==> src/rtl/repeat_string_instruction_unit_assert.svh <==
// Assertion macros for the repeat string instruction unit.
`ifndef REPEAT_STRING_INSTRUCTION_UNIT_ASSERT_SVH
`define REPEAT_STRING_INSTRUCTION_UNIT_ASSERT_SVH
`ifndef ASSERT_OFF
`define RSIU_ASSERT(label, prop, msg) \
  label: assert property (@(posedge clk_i) disable iff (!rst_ni) (prop)) else $error(msg);
`define RSIU_ASSERT_NEXT(label, pre, post, msg) \
  label: assert property (@(posedge clk_i) disable iff (!rst_ni) (pre) |=> (post)) \
    else $error(msg);
`else
`define RSIU_ASSERT(label, prop, msg)
`define RSIU_ASSERT_NEXT(label, pre, post, msg)
`endif
`endif

==> src/rtl/rsiu_pkg.sv <==
// ----------------------------------------------------------------------------
// rsiu_pkg
// Types and codes shared by the repeat string instruction unit.
// ----------------------------------------------------------------------------
package rsiu_pkg;

  localparam int unsigned QueueDepth = 2;

  typedef enum logic [2:0] {
    OP_MOVS = 3'd0, OP_CMPS = 3'd1, OP_STOS = 3'd2, OP_LODS = 3'd3, OP_SCAS = 3'd4
  } str_op_e;

  typedef enum logic [1:0] {
    KIND_RD_SRC = 2'd0, KIND_RD_DST = 2'd1, KIND_WR_DST = 2'd2, KIND_DONE = 2'd3
  } req_kind_e;

  localparam logic OPER_START = 1'b0;
  localparam logic OPER_RESP  = 1'b1;

  localparam logic CFG_SRC_BASE = 1'b0;
  localparam logic CFG_DST_BASE = 1'b1;

  typedef struct packed {
    logic        operation;
    logic [2:0]  string_op;
    logic [1:0]  element_size;
    logic        addr_32bit;
    logic        repeat_req;
    logic        repeat_while_equal;
    logic        direction_down;
    logic [31:0] source_index;
    logic [31:0] dest_index;
    logic [31:0] count;
    logic [31:0] accumulator;
    logic [31:0] read_data;
  } in_item_t;

  typedef struct packed {
    logic [1:0]  request_kind;
    logic [31:0] address;
    logic [31:0] write_data;
    logic [31:0] final_source_index;
    logic [31:0] final_dest_index;
    logic [31:0] final_count;
    logic [31:0] accumulator_out;
    logic [31:0] compare_left;
    logic [31:0] compare_right;
    logic [31:0] compare_difference;
    logic        flags_update;
    logic        last;
  } out_item_t;

  // Item after classification by the front part.
  typedef struct packed {
    logic        is_start;
    logic        start_done;   // start that finishes at once
    logic [8:0]  mode;         // {down, rwe, rep, a32, size[1:0], op[2:0]}
    logic [31:0] src_idx;
    logic [31:0] dst_idx;
    logic [31:0] cnt;
    logic [31:0] acc;
    logic [31:0] data;
  } cls_item_t;

  function automatic logic [31:0] elem_mask(input logic [1:0] size);
    unique case (size)
      2'd0:    elem_mask = 32'h0000_00FF;
      2'd1:    elem_mask = 32'h0000_FFFF;
      default: elem_mask = 32'hFFFF_FFFF;
    endcase
  endfunction

  function automatic logic [31:0] eff_val(input logic a32, input logic [31:0] v);
    eff_val = a32 ? v : {16'h0000, v[15:0]};
  endfunction

  function automatic logic [31:0] step_val(input logic a32, input logic down,
                                           input logic [31:0] v, input logic [31:0] d);
    logic [31:0] n;
    n = down ? v - d : v + d;
    step_val = a32 ? n : {v[31:16], n[15:0]};
  endfunction

endpackage

==> src/rtl/rsiu_front.sv <==
// ----------------------------------------------------------------------------
// rsiu_front
// Accepts input items, decides whether a start finishes at once, and pushes
// the classified item into a short queue toward the execution part.
// ----------------------------------------------------------------------------
module rsiu_front import rsiu_pkg::*; #(
  parameter int unsigned Depth = QueueDepth
) (
  input  logic      clk_i,
  input  logic      rst_ni,
  input  logic      in_valid_i,
  output logic      in_stall_o,
  input  in_item_t  in_item_i,
  output logic      q_valid_o,
  input  logic      q_pop_i,
  output cls_item_t q_item_o
);
  localparam int unsigned PtrW = (Depth > 1) ? $clog2(Depth) : 1;

  cls_item_t mem_q [Depth];
  logic [PtrW-1:0] wr_q, wr_d, rd_q, rd_d;
  logic [PtrW:0]   cnt_q, cnt_d;
  logic push, pop;
  cls_item_t cls;

  always_comb begin
    cls.is_start   = (in_item_i.operation == OPER_START);
    cls.mode       = {in_item_i.direction_down, in_item_i.repeat_while_equal,
                      in_item_i.repeat_req, in_item_i.addr_32bit,
                      in_item_i.element_size, in_item_i.string_op};
    cls.start_done = (in_item_i.string_op > OP_SCAS) ||
                     (in_item_i.repeat_req &&
                      eff_val(in_item_i.addr_32bit, in_item_i.count) == 32'd0);
    cls.src_idx    = in_item_i.source_index;
    cls.dst_idx    = in_item_i.dest_index;
    cls.cnt        = in_item_i.count;
    cls.acc        = in_item_i.accumulator;
    cls.data       = in_item_i.read_data;
  end

  assign in_stall_o = (cnt_q == Depth[PtrW:0]);
  assign push       = in_valid_i && !in_stall_o;
  assign q_valid_o  = (cnt_q != '0);
  assign pop        = q_pop_i && q_valid_o;
  assign q_item_o   = mem_q[rd_q];

  always_comb begin
    wr_d  = wr_q;
    rd_d  = rd_q;
    if (push) begin
      wr_d = (wr_q == PtrW'(Depth - 1)) ? '0 : wr_q + 1'b1;
    end
    if (pop) begin
      rd_d = (rd_q == PtrW'(Depth - 1)) ? '0 : rd_q + 1'b1;
    end
    cnt_d = cnt_q + (PtrW+1)'(push) - (PtrW+1)'(pop);
  end

  always_ff @(posedge clk_i or negedge rst_ni) begin
    if (!rst_ni) begin
      wr_q  <= '0;
      rd_q  <= '0;
      cnt_q <= '0;
    end else begin
      wr_q  <= wr_d;
      rd_q  <= rd_d;
      cnt_q <= cnt_d;
    end
  end

  always_ff @(posedge clk_i) begin
    if (push) begin
      mem_q[wr_q] <= cls;
    end
  end

endmodule

==> src/rtl/rsiu_back.sv <==
// ----------------------------------------------------------------------------
// rsiu_back
// Carries out classified items: keeps the instruction registers, issues the
// next memory request or the done result into an output register.
// ----------------------------------------------------------------------------
`include "repeat_string_instruction_unit_assert.svh"
module rsiu_back import rsiu_pkg::*; (
  input  logic      clk_i,
  input  logic      rst_ni,
  input  logic      cfg_we_i,
  input  logic      cfg_idx_i,
  input  logic [31:0] cfg_data_i,
  input  logic      q_valid_i,
  output logic      q_pop_o,
  input  cls_item_t q_item_i,
  output logic      out_valid_o,
  input  logic      out_stall_i,
  output out_item_t out_item_o
);
  typedef enum logic [1:0] {PH_IDLE, PH_WAIT_SRC, PH_WAIT_DST, PH_WAIT_WRITE} phase_e;

  phase_e      phase_q;
  logic [8:0]  mode_q;
  logic [31:0] si_q, di_q, cnt_q, acc_q, held_q, sbase_q, dbase_q;
  logic [31:0] cl_q, cr_q, cd_q;
  logic        cv_q;
  logic        ov_q;
  out_item_t   oi_q;

  // Working copies for this cycle.
  phase_e      ph;
  logic [8:0]  md;
  logic [31:0] si, di, cnt, acc, held, cl, cr, cd;
  logic        cv, emit;
  out_item_t   oi;

  logic        take;
  logic [2:0]  op;
  logic [1:0]  sz;
  logic [31:0] msk, data, delta;
  logic        a32, rep, rwe, dn, step_si, step_di, fin, cmpd, stop;

  assign take    = q_valid_i && (!ov_q || !out_stall_i);
  assign q_pop_o = take;

  always_comb begin
    ph = phase_q; md = mode_q; si = si_q; di = di_q; cnt = cnt_q; acc = acc_q;
    held = held_q; cl = cl_q; cr = cr_q; cd = cd_q; cv = cv_q;
    emit = 1'b0; oi = '0; fin = 1'b0; step_si = 1'b0; step_di = 1'b0; cmpd = 1'b0;
    stop = 1'b0;
    if (q_item_i.is_start) begin
      md = q_item_i.mode; si = q_item_i.src_idx; di = q_item_i.dst_idx;
      cnt = q_item_i.cnt; acc = q_item_i.acc; cv = 1'b0;
      cl = '0; cr = '0; cd = '0;
    end
    op  = md[2:0];
    sz  = (md[4:3] == 2'd3) ? 2'd2 : md[4:3];
    a32 = md[5]; rep = md[6]; rwe = md[7]; dn = md[8];
    msk = elem_mask(sz);
    delta = 32'd1 << sz;
    data = q_item_i.data & msk;
    if (q_item_i.is_start) begin
      emit = 1'b1;
      stop = q_item_i.start_done;
    end else begin
      unique case (phase_q)
        PH_WAIT_SRC: begin
          emit = 1'b1;
          if (op == OP_MOVS) begin
            ph = PH_WAIT_WRITE;
            oi.request_kind = KIND_WR_DST;
            oi.address = dbase_q + eff_val(a32, di);
            oi.write_data = data;
          end else if (op == OP_LODS) begin
            acc = (acc & ~msk) | data;
            fin = 1'b1; step_si = 1'b1;
          end else begin
            cl = data; cr = held & msk; cd = (data - (held & msk)) & msk; cv = 1'b1;
            fin = 1'b1; step_si = 1'b1; step_di = 1'b1; cmpd = 1'b1;
          end
        end
        PH_WAIT_DST: begin
          emit = 1'b1;
          if (op == OP_SCAS) begin
            cl = acc & msk; cr = data; cd = ((acc & msk) - data) & msk; cv = 1'b1;
            fin = 1'b1; step_di = 1'b1; cmpd = 1'b1;
          end else begin
            held = data;
            ph = PH_WAIT_SRC;
            oi.request_kind = KIND_RD_SRC;
            oi.address = sbase_q + eff_val(a32, si);
          end
        end
        PH_WAIT_WRITE: begin
          emit = 1'b1; fin = 1'b1; step_di = 1'b1; step_si = (op == OP_MOVS);
        end
        default: emit = 1'b0;
      endcase
    end
    if (fin) begin
      if (step_si) si = step_val(a32, dn, si, delta);
      if (step_di) di = step_val(a32, dn, di, delta);
      if (!rep) begin
        stop = 1'b1;
      end else begin
        cnt  = step_val(a32, 1'b1, cnt, 32'd1);
        stop = (eff_val(a32, cnt) == 32'd0) || (cmpd && ((cl == cr) != rwe));
      end
    end
    if (q_item_i.is_start || fin) begin
      if (stop) begin
        ph = PH_IDLE;
        oi.request_kind = KIND_DONE;
        oi.final_source_index = si;
        oi.final_dest_index = di;
        oi.final_count = cnt;
        oi.accumulator_out = acc;
        oi.compare_left = cv ? cl : '0;
        oi.compare_right = cv ? cr : '0;
        oi.compare_difference = cv ? cd : '0;
        oi.flags_update = cv;
        oi.last = 1'b1;
      end else if (op == OP_MOVS || op == OP_LODS) begin
        ph = PH_WAIT_SRC;
        oi.request_kind = KIND_RD_SRC;
        oi.address = sbase_q + eff_val(a32, si);
      end else if (op == OP_CMPS || op == OP_SCAS) begin
        ph = PH_WAIT_DST;
        oi.request_kind = KIND_RD_DST;
        oi.address = dbase_q + eff_val(a32, di);
      end else begin
        ph = PH_WAIT_WRITE;
        oi.request_kind = KIND_WR_DST;
        oi.address = dbase_q + eff_val(a32, di);
        oi.write_data = acc & msk;
      end
    end
  end

  always_ff @(posedge clk_i or negedge rst_ni) begin
    if (!rst_ni) begin
      phase_q <= PH_IDLE; mode_q <= '0; si_q <= '0; di_q <= '0; cnt_q <= '0;
      acc_q <= '0; cl_q <= '0; cr_q <= '0; cd_q <= '0; cv_q <= 1'b0;
      sbase_q <= '0; dbase_q <= '0; ov_q <= 1'b0;
    end else begin
      if (cfg_we_i) begin
        if (cfg_idx_i == CFG_SRC_BASE) sbase_q <= cfg_data_i;
        else dbase_q <= cfg_data_i;
      end
      if (take) begin
        phase_q <= ph; mode_q <= md; si_q <= si; di_q <= di; cnt_q <= cnt;
        acc_q <= acc; cl_q <= cl; cr_q <= cr; cd_q <= cd; cv_q <= cv;
        ov_q <= emit;
      end else if (!out_stall_i) begin
        ov_q <= 1'b0;
      end
    end
  end

  always_ff @(posedge clk_i) begin
    if (take) held_q <= held;
    if (take && emit) oi_q <= oi;
  end

  assign out_valid_o = ov_q;
  assign out_item_o  = oi_q;

  `RSIU_ASSERT_NEXT(a_stall_holds, ov_q && out_stall_i, ov_q && $stable(oi_q),
                    "output item changed under stall")
  `RSIU_ASSERT(a_done_idle, !(ov_q && oi_q.last) || phase_q == PH_IDLE,
               "done item while instruction still running")
  `RSIU_ASSERT(a_flags_done, !(ov_q && oi_q.flags_update) || oi_q.last,
               "flag update on a non-done item")
endmodule

==> src/rtl/repeat_string_instruction_unit.sv <==
// ----------------------------------------------------------------------------
// repeat_string_instruction_unit
// Sequencer for repeated x86 string instructions.
// ----------------------------------------------------------------------------
// Usage: write the segment bases through cfg_we_i/cfg_idx_i/cfg_data_i while
// idle. Send a start item (operation 0); the unit answers with the first
// memory request or, for a zero repeat count or unknown operation, with the
// done item. Each memory response item (operation 1) yields the next request
// or the done item, which carries the final registers and compare operands.
// Responses while idle give no item.
// An accepted item passes through the queue and then the output register.
// Throughput: one item per cycle while the output does not stall, set by
// the execute step in the back part. A two-entry queue decouples input from
// execution, so the input keeps flowing while the output register holds.
// When out_stall_i is high the output item holds and the queue fills; the
// input then stalls. Reset clears the state registers and the queue
// pointers, with no clearing pass.
// ----------------------------------------------------------------------------
module repeat_string_instruction_unit import rsiu_pkg::*; #(
  parameter int unsigned Depth = QueueDepth
) (
  input  logic        clk_i,
  input  logic        rst_ni,
  input  logic        cfg_we_i,
  input  logic        cfg_idx_i,
  input  logic [31:0] cfg_data_i,
  input  logic        in_valid_i,
  output logic        in_stall_o,
  input  in_item_t    in_item_i,
  output logic        out_valid_o,
  input  logic        out_stall_i,
  output out_item_t   out_item_o
);
  logic      q_valid, q_pop;
  cls_item_t q_item;

  rsiu_front #(.Depth(Depth)) u_front (
    .clk_i, .rst_ni, .in_valid_i, .in_stall_o, .in_item_i,
    .q_valid_o(q_valid), .q_pop_i(q_pop), .q_item_o(q_item)
  );

  rsiu_back u_back (
    .clk_i, .rst_ni, .cfg_we_i, .cfg_idx_i, .cfg_data_i,
    .q_valid_i(q_valid), .q_pop_o(q_pop), .q_item_i(q_item),
    .out_valid_o, .out_stall_i, .out_item_o
  );
endmodule
==> config.mk <==
export PLATFORM = sky130hd
export DESIGN_NAME = repeat_string_instruction_unit
export DESIGN_NICKNAME = d
export VERILOG_FILES = /design/src/rtl/rsiu_pkg.sv /design/src/rtl/rsiu_front.sv /design/src/rtl/rsiu_back.sv /design/src/rtl/repeat_string_instruction_unit.sv
export VERILOG_INCLUDE_DIRS = /design/src /design/src/rtl
export SDC_FILE = /design/constraint.sdc
export NUM_CORES = 2
export LEC_CHECK = 0
export BUFFER_PORTS_ARGS = -buffer_cell sky130_fd_sc_hd__buf_2
export CORE_MARGIN = 2
export CORE_UTILIZATION = 45
export CTS_CLUSTER_DIAMETER = 50
export DETAILED_ROUTE_END_ITERATION = 8
export PLACE_DENSITY = 0.74
export SYNTH_ARGS = -nofsm -noshare
export SYNTH_HDL_FRONTEND = slang
export SYNTH_SLANG_ARGS = --single-unit
==> constraint.sdc <==
create_clock -name clk_i -period 34.7 [get_ports clk_i]
set_input_delay 3.47 -clock clk_i [delete_from_list [all_inputs] [get_ports clk_i]]
set_output_delay 3.47 -clock clk_i [all_outputs]
set_load 0.03 [all_outputs]
**After elaboration in Yosys (flattened, before gate mapping)**

Memory sizes are Yosys's and may differ from the RTL's.
Cells that the tools add are included.

- Bitwise logic cells: 13
- Reductions and logical operators: 28
- Multiplexer cells: 99
- Eq/ne operators: 15
- Order comparisons: 1
- $add $sub $neg: 15
- Shift-type cells: 1

Operators by type and width:

| operator | count |
|---|---|
| 2-to-1 mux 32 bit | 47 |
| 2-to-1 mux 292 bit | 1 |
| case mux 32 bit (2 select lines) | 4 |
| 2-to-1 mux 226 bit | 1 |
| bitwise AND 32 bit | 7 |
| adder 32 bit | 6 |
| 2-to-1 mux 66 bit | 2 |
| subtractor 32 bit | 4 |
| 2-to-1 mux 34 bit | 2 |
| case mux 34 bit (2 select lines) | 1 |
| logical NOT 32 bit | 2 |
| 2-to-1 mux 64 bit | 1 |
| equality test 32 bit | 1 |
| NOT 32 bit | 1 |
| bitwise OR 32 bit | 1 |
| left shift 1 x 2 -> 32 bit, first input constant | 1 |
| subtractor 32 x 1 -> 32 bit, second input constant | 1 |
| 2-to-1 mux 1 bit | 25 |
| 2-to-1 mux 2 bit | 8 |
| 2-to-1 mux 9 bit | 1 |
| equality test 2 bit, second input constant | 4 |
| logical AND 1 bit | 6 |
| logical OR 1 bit | 6 |
| case mux 1 bit (2 select lines) | 3 |
| 26 further kinds | 36 |

- Bits in writable memories: 342
- Input bits: 208
- Logic and storage cells: 202
- Output and inout bits: 294
- Flip-flop bits (word level): 629
- Memories kept: 1

Memory list:

| memory | words | bits a word | read ports | clocked after memory_dff | write ports | line | source |
|---|---|---|---|---|---|---|---|
| u_front.mem_q | 2 | 171 | 1 | 0 | 1 | rsiu_front.sv:20 | `cls_item_t mem_q [Depth];` |

**Depth between registers and ports, before layout**

An unclocked memory read counts as a cell.

- Depth in word-level cells: 19
- Depth in mapped cells: 44
- Mapped depth without buffers: 35

**Cells and area by module**

From an unflattened synthesis, not the netlist that was laid out.

- Cell total of the unflattened synthesis: 5,152
- Area, all modules: 55,416.9 µm²

Modules (own cells, without submodules):

| module | cells each | times used | area each (µm²) | sequential area each (µm²) |
|---|---|---|---|---|
| rsiu_back | 4,586 | 1 | 42,473.2 | 17,261.6 |
| rsiu_front | 566 | 1 | 12,943.7 | 10,369.9 |

**Worst setup path after synthesis**

Ideal clock, no wire load.

- Path kind: in2reg
- Start point: input out_stall_i
- End point: register u_back.phase_q[1]
- Data required time: 34.523 ns
- Arrival time: 20.239 ns
- Library setup time: 0.177 ns
- Cell stages on the path: 7
- Slack: 14.284 ns
- Buffers on the path: 1
- Cells stage by stage: nand2_1 o21ai_1 clkbuf_1 a21oi_1 o22ai_1 a311oi_1 a21oi_1

- Cells in the longest elaborated chain, start to end: 4

RTL lines:

| what | line | source |
|---|---|---|
| start, declared | repeat_string_instruction_unit.sv:31 | `input logic out_stall_i,` |
| logical NOT 1 bit | rsiu_back.sv:43 | `assign take = q_valid_i && (!ov_q \|\| !out_stall_i);` |
| logical OR 1 bit | rsiu_back.sv:43 |  |
| logical AND 1 bit | rsiu_back.sv:43 |  |
| AND reduction 5 bit (no line) | - |  |
| end signal, assigned | rsiu_back.sv:151 | `phase_q <= ph; mode_q <= md; si_q <= si; di_q <= di; cnt_q <= cnt;` |
| end, declared | rsiu_back.sv:22 | `phase_e phase_q;` |

No other way between the ends.
A chain may end at the register's enable or synchronous reset.

==> flow_summary.ini <==
[floorplan]
core_area_sq_mm = 0.122
dieHeight_um = 355
rows = 128
pin_count = 502
dieArea_sq_mm = 0.126
dieWidth_um = 355
initial_utilization_pct = 45.4

[layout]
largest_register_ff_count = 342
fillCellCount = 10900
synthToLayoutAreaGrowth_pct = 14.9
top_register = u_front.mem_q
final_common_cell = edfxtp_1
final_cell_mix = 666 x edfxtp_1, 552 x nor2_1, 543 x nand2_1, 500 x buf_2, 439 x o21ai_0
final_layout_size_suffix_gt1_share_pct = 17.0
layout.nets = 6219

[sta]
tightestPinTransition_ns = 1.33
finClkSkew_ns = 0.0349
finalCritPeriodShare_pct = 28.1
setup_viol = 0
fmax_mhz = 102
relSlewSlack_pct = 8.71
fin_crit_ns = 9.76
setup_tns_ns = 0
rsz0062_at_grt = false
drv_slew = 0
final_hold_viol_count = 0

[global_routing]
grt_max_degree = 170
grt_pass1_wl_um = 278000
first_global_vias = 43300
grt_overflow = 0
antenna_found_initial = 37
track_usage_pct = 29.5

[worst_setup_path]
path_class = flip-flop to flip-flop
path_common_cell = a21oi_1
start_kind = flip-flop
crit_fanout = 79
required_ns = 35.24
cpMaxStageDelayCell = edfxtp_1
startpoint = u_front.mem_q[1][170]$_DFFE_PP_
r2r-start = u_front.mem_q[1][170]$_DFFE_PP_
cp.arrival_ns = 10.30
cpLargestDelayFamily = compound AO/OA/AOI/OAI gates
endpoint_kind = flip-flop
path_buf_inv = 5
slowest_delay_ns = 0.74

[synthesis]
ys_seq_area_share_pct = 49.9
synth_edf_count = 666
synth_area_sq_mm = 0.0554
ys_async_sr_fraction_pct = 31.4
syn_inst = 5328
ys_warn_count = 0
yosys_most_used_dff = edfxtp_1
syn_nets = 5779
synth_cell_types = 103
avgSynthCellArea_sq_um = 10.4
ys_ff_latch = 971

[clock_tree]
htreeDepth = 3
clkSlewWorstSetupHoldPaths_ns = 0.06
cts_root_buffer = clkbuf_16
insertion_delay_ns = 0.73
cts_tree = yes
cts_buffer_depth = 3
cts_resized = 0
ctsHoldBuffers = 0
post_cts_buffers = 0
cts_buffers = 120
cts_sinks = 971

[detailed_routing]
firstDrtPassIters = 9
num_vias = 45200
drtIter0Drc = 4602
avgViaCountPerCell = 6.01
antenna_left = 0
wl_per_cell_um = 25.3
drt-total-wl_um = 190000
drc = 0

[hold_path]
hp-class = flip-flop to flip-flop
min_from = u_back.mode_q[7]$_DFFE_PN0P_

[placement]
hpwl_um = 138000
port_buffers = 501
gp_congestion = 0.979

[status]
status = finished, final reports clean

[flow_run]
maxCapViolCount = 0
## layout make-up
type / instances / area, sq um / area share, %
antenna: 22 / 55.1 / 0.0866
clock buffer: 154 / 3260 / 5.12
clock inverter: 75 / 816 / 1.28
inverter: 170 / 638 / 1.00
multi-input combinational: 3910 / 25900 / 40.7
sequential: 971 / 27600 / 43.5
tap: 1625 / 2030 / 3.20
timing repair buffer: 595 / 3270 / 5.15
## Yosys cell counts (115+ instances only)
cell type	count	area [sq um]
a21oi_1	355	1780
clkbuf_1	143	537
dfrtp_1	305	7630
edfxtp_1	666	20000
ha_1	235	2940
inv_1	166	623
mux2_2	118	1330
mux2i_1	240	2400
nand2_1	545	2050
nor2_1	556	2090
o21ai_0	442	2210
xnor2_1	195	1710
xor2_1	115	1010
## per-layer routing
| layer | routed length [um] | GRT usage [%] | vias up |
|---|---|---|---|
| met5 | 138 | 0 | - |
| met4 | 8950 | 12.8 | 20 |
| met3 | 18000 | 6.46 | 414 |
| met2 | 87200 | 46.8 | 2269 |
| met1 | 76100 | 38.8 | 22000 |
| li1 | - | - | 20400 |
## cell families (layout without fill, tap and decap cells)
logic type / Yosys count / count (layout) / synth area share (%)
xor gates and xnor gates: 312 / 312 / 4.98
and+or+nand+nor: 1557 / 1557 / 12.6
AOI/OAI and AO/OA: 1426 / 1426 / 16.3
muxes: 364 / 364 / 6.94
adders and majority gates: 249 / 249 / 5.71
other: 2 / 24 / 0.0136
buffers and inverters: 447 / 994 / 3.55
DFF: 971 / 971 / 49.9
## metrics by stage
step	std cells	area [sq um]	hold slack, ns	utilization [%]	setup slack, ns
after floorplan	5328	55400	0.439	-	14.28
after global placement	7271	59500	0.457	48.8	25.39
after detailed placement	7271	59500	0.471	48.8	25.31
after CTS	7500	63500	0.484	52.1	25.25
after global routing	7516	63600	0.504	52.2	24.51
final	7522	63600	0.478	52.2	24.94
## worst paths after layout
path                       cells past startpoint                                to  slack, ns
max in group asynchronous                      3       u_back.cd_q[15]$_DFFE_PN0P_      29.48
setup reg to reg                              35  u_back.out_item_o[289]$_DFFE_PP_      24.94
hold / removal                                 2      u_back.mode_q[7]$_DFFE_PN0P_       0.48
hold reg to reg                                2      u_back.mode_q[7]$_DFFE_PN0P_       0.48
min in group asynchronous                      1    u_back.sbase_q[26]$_DFFE_PN0P_       2.78
setup / recovery                              35  u_back.out_item_o[289]$_DFFE_PP_      24.94
## tightest hold or removal path, delay by kind of cell (launching register included)
kind / cells / cell delay [ns]
AOI/OAI and AO/OA: 1 / 0.06
DFF: 1 / 0.34
and+or+nand+nor: 1 / 0.04
Power is left out: the tool's default activity adds up to more than one toggle a clock period on the data nets, which glitch-free logic cannot reach.
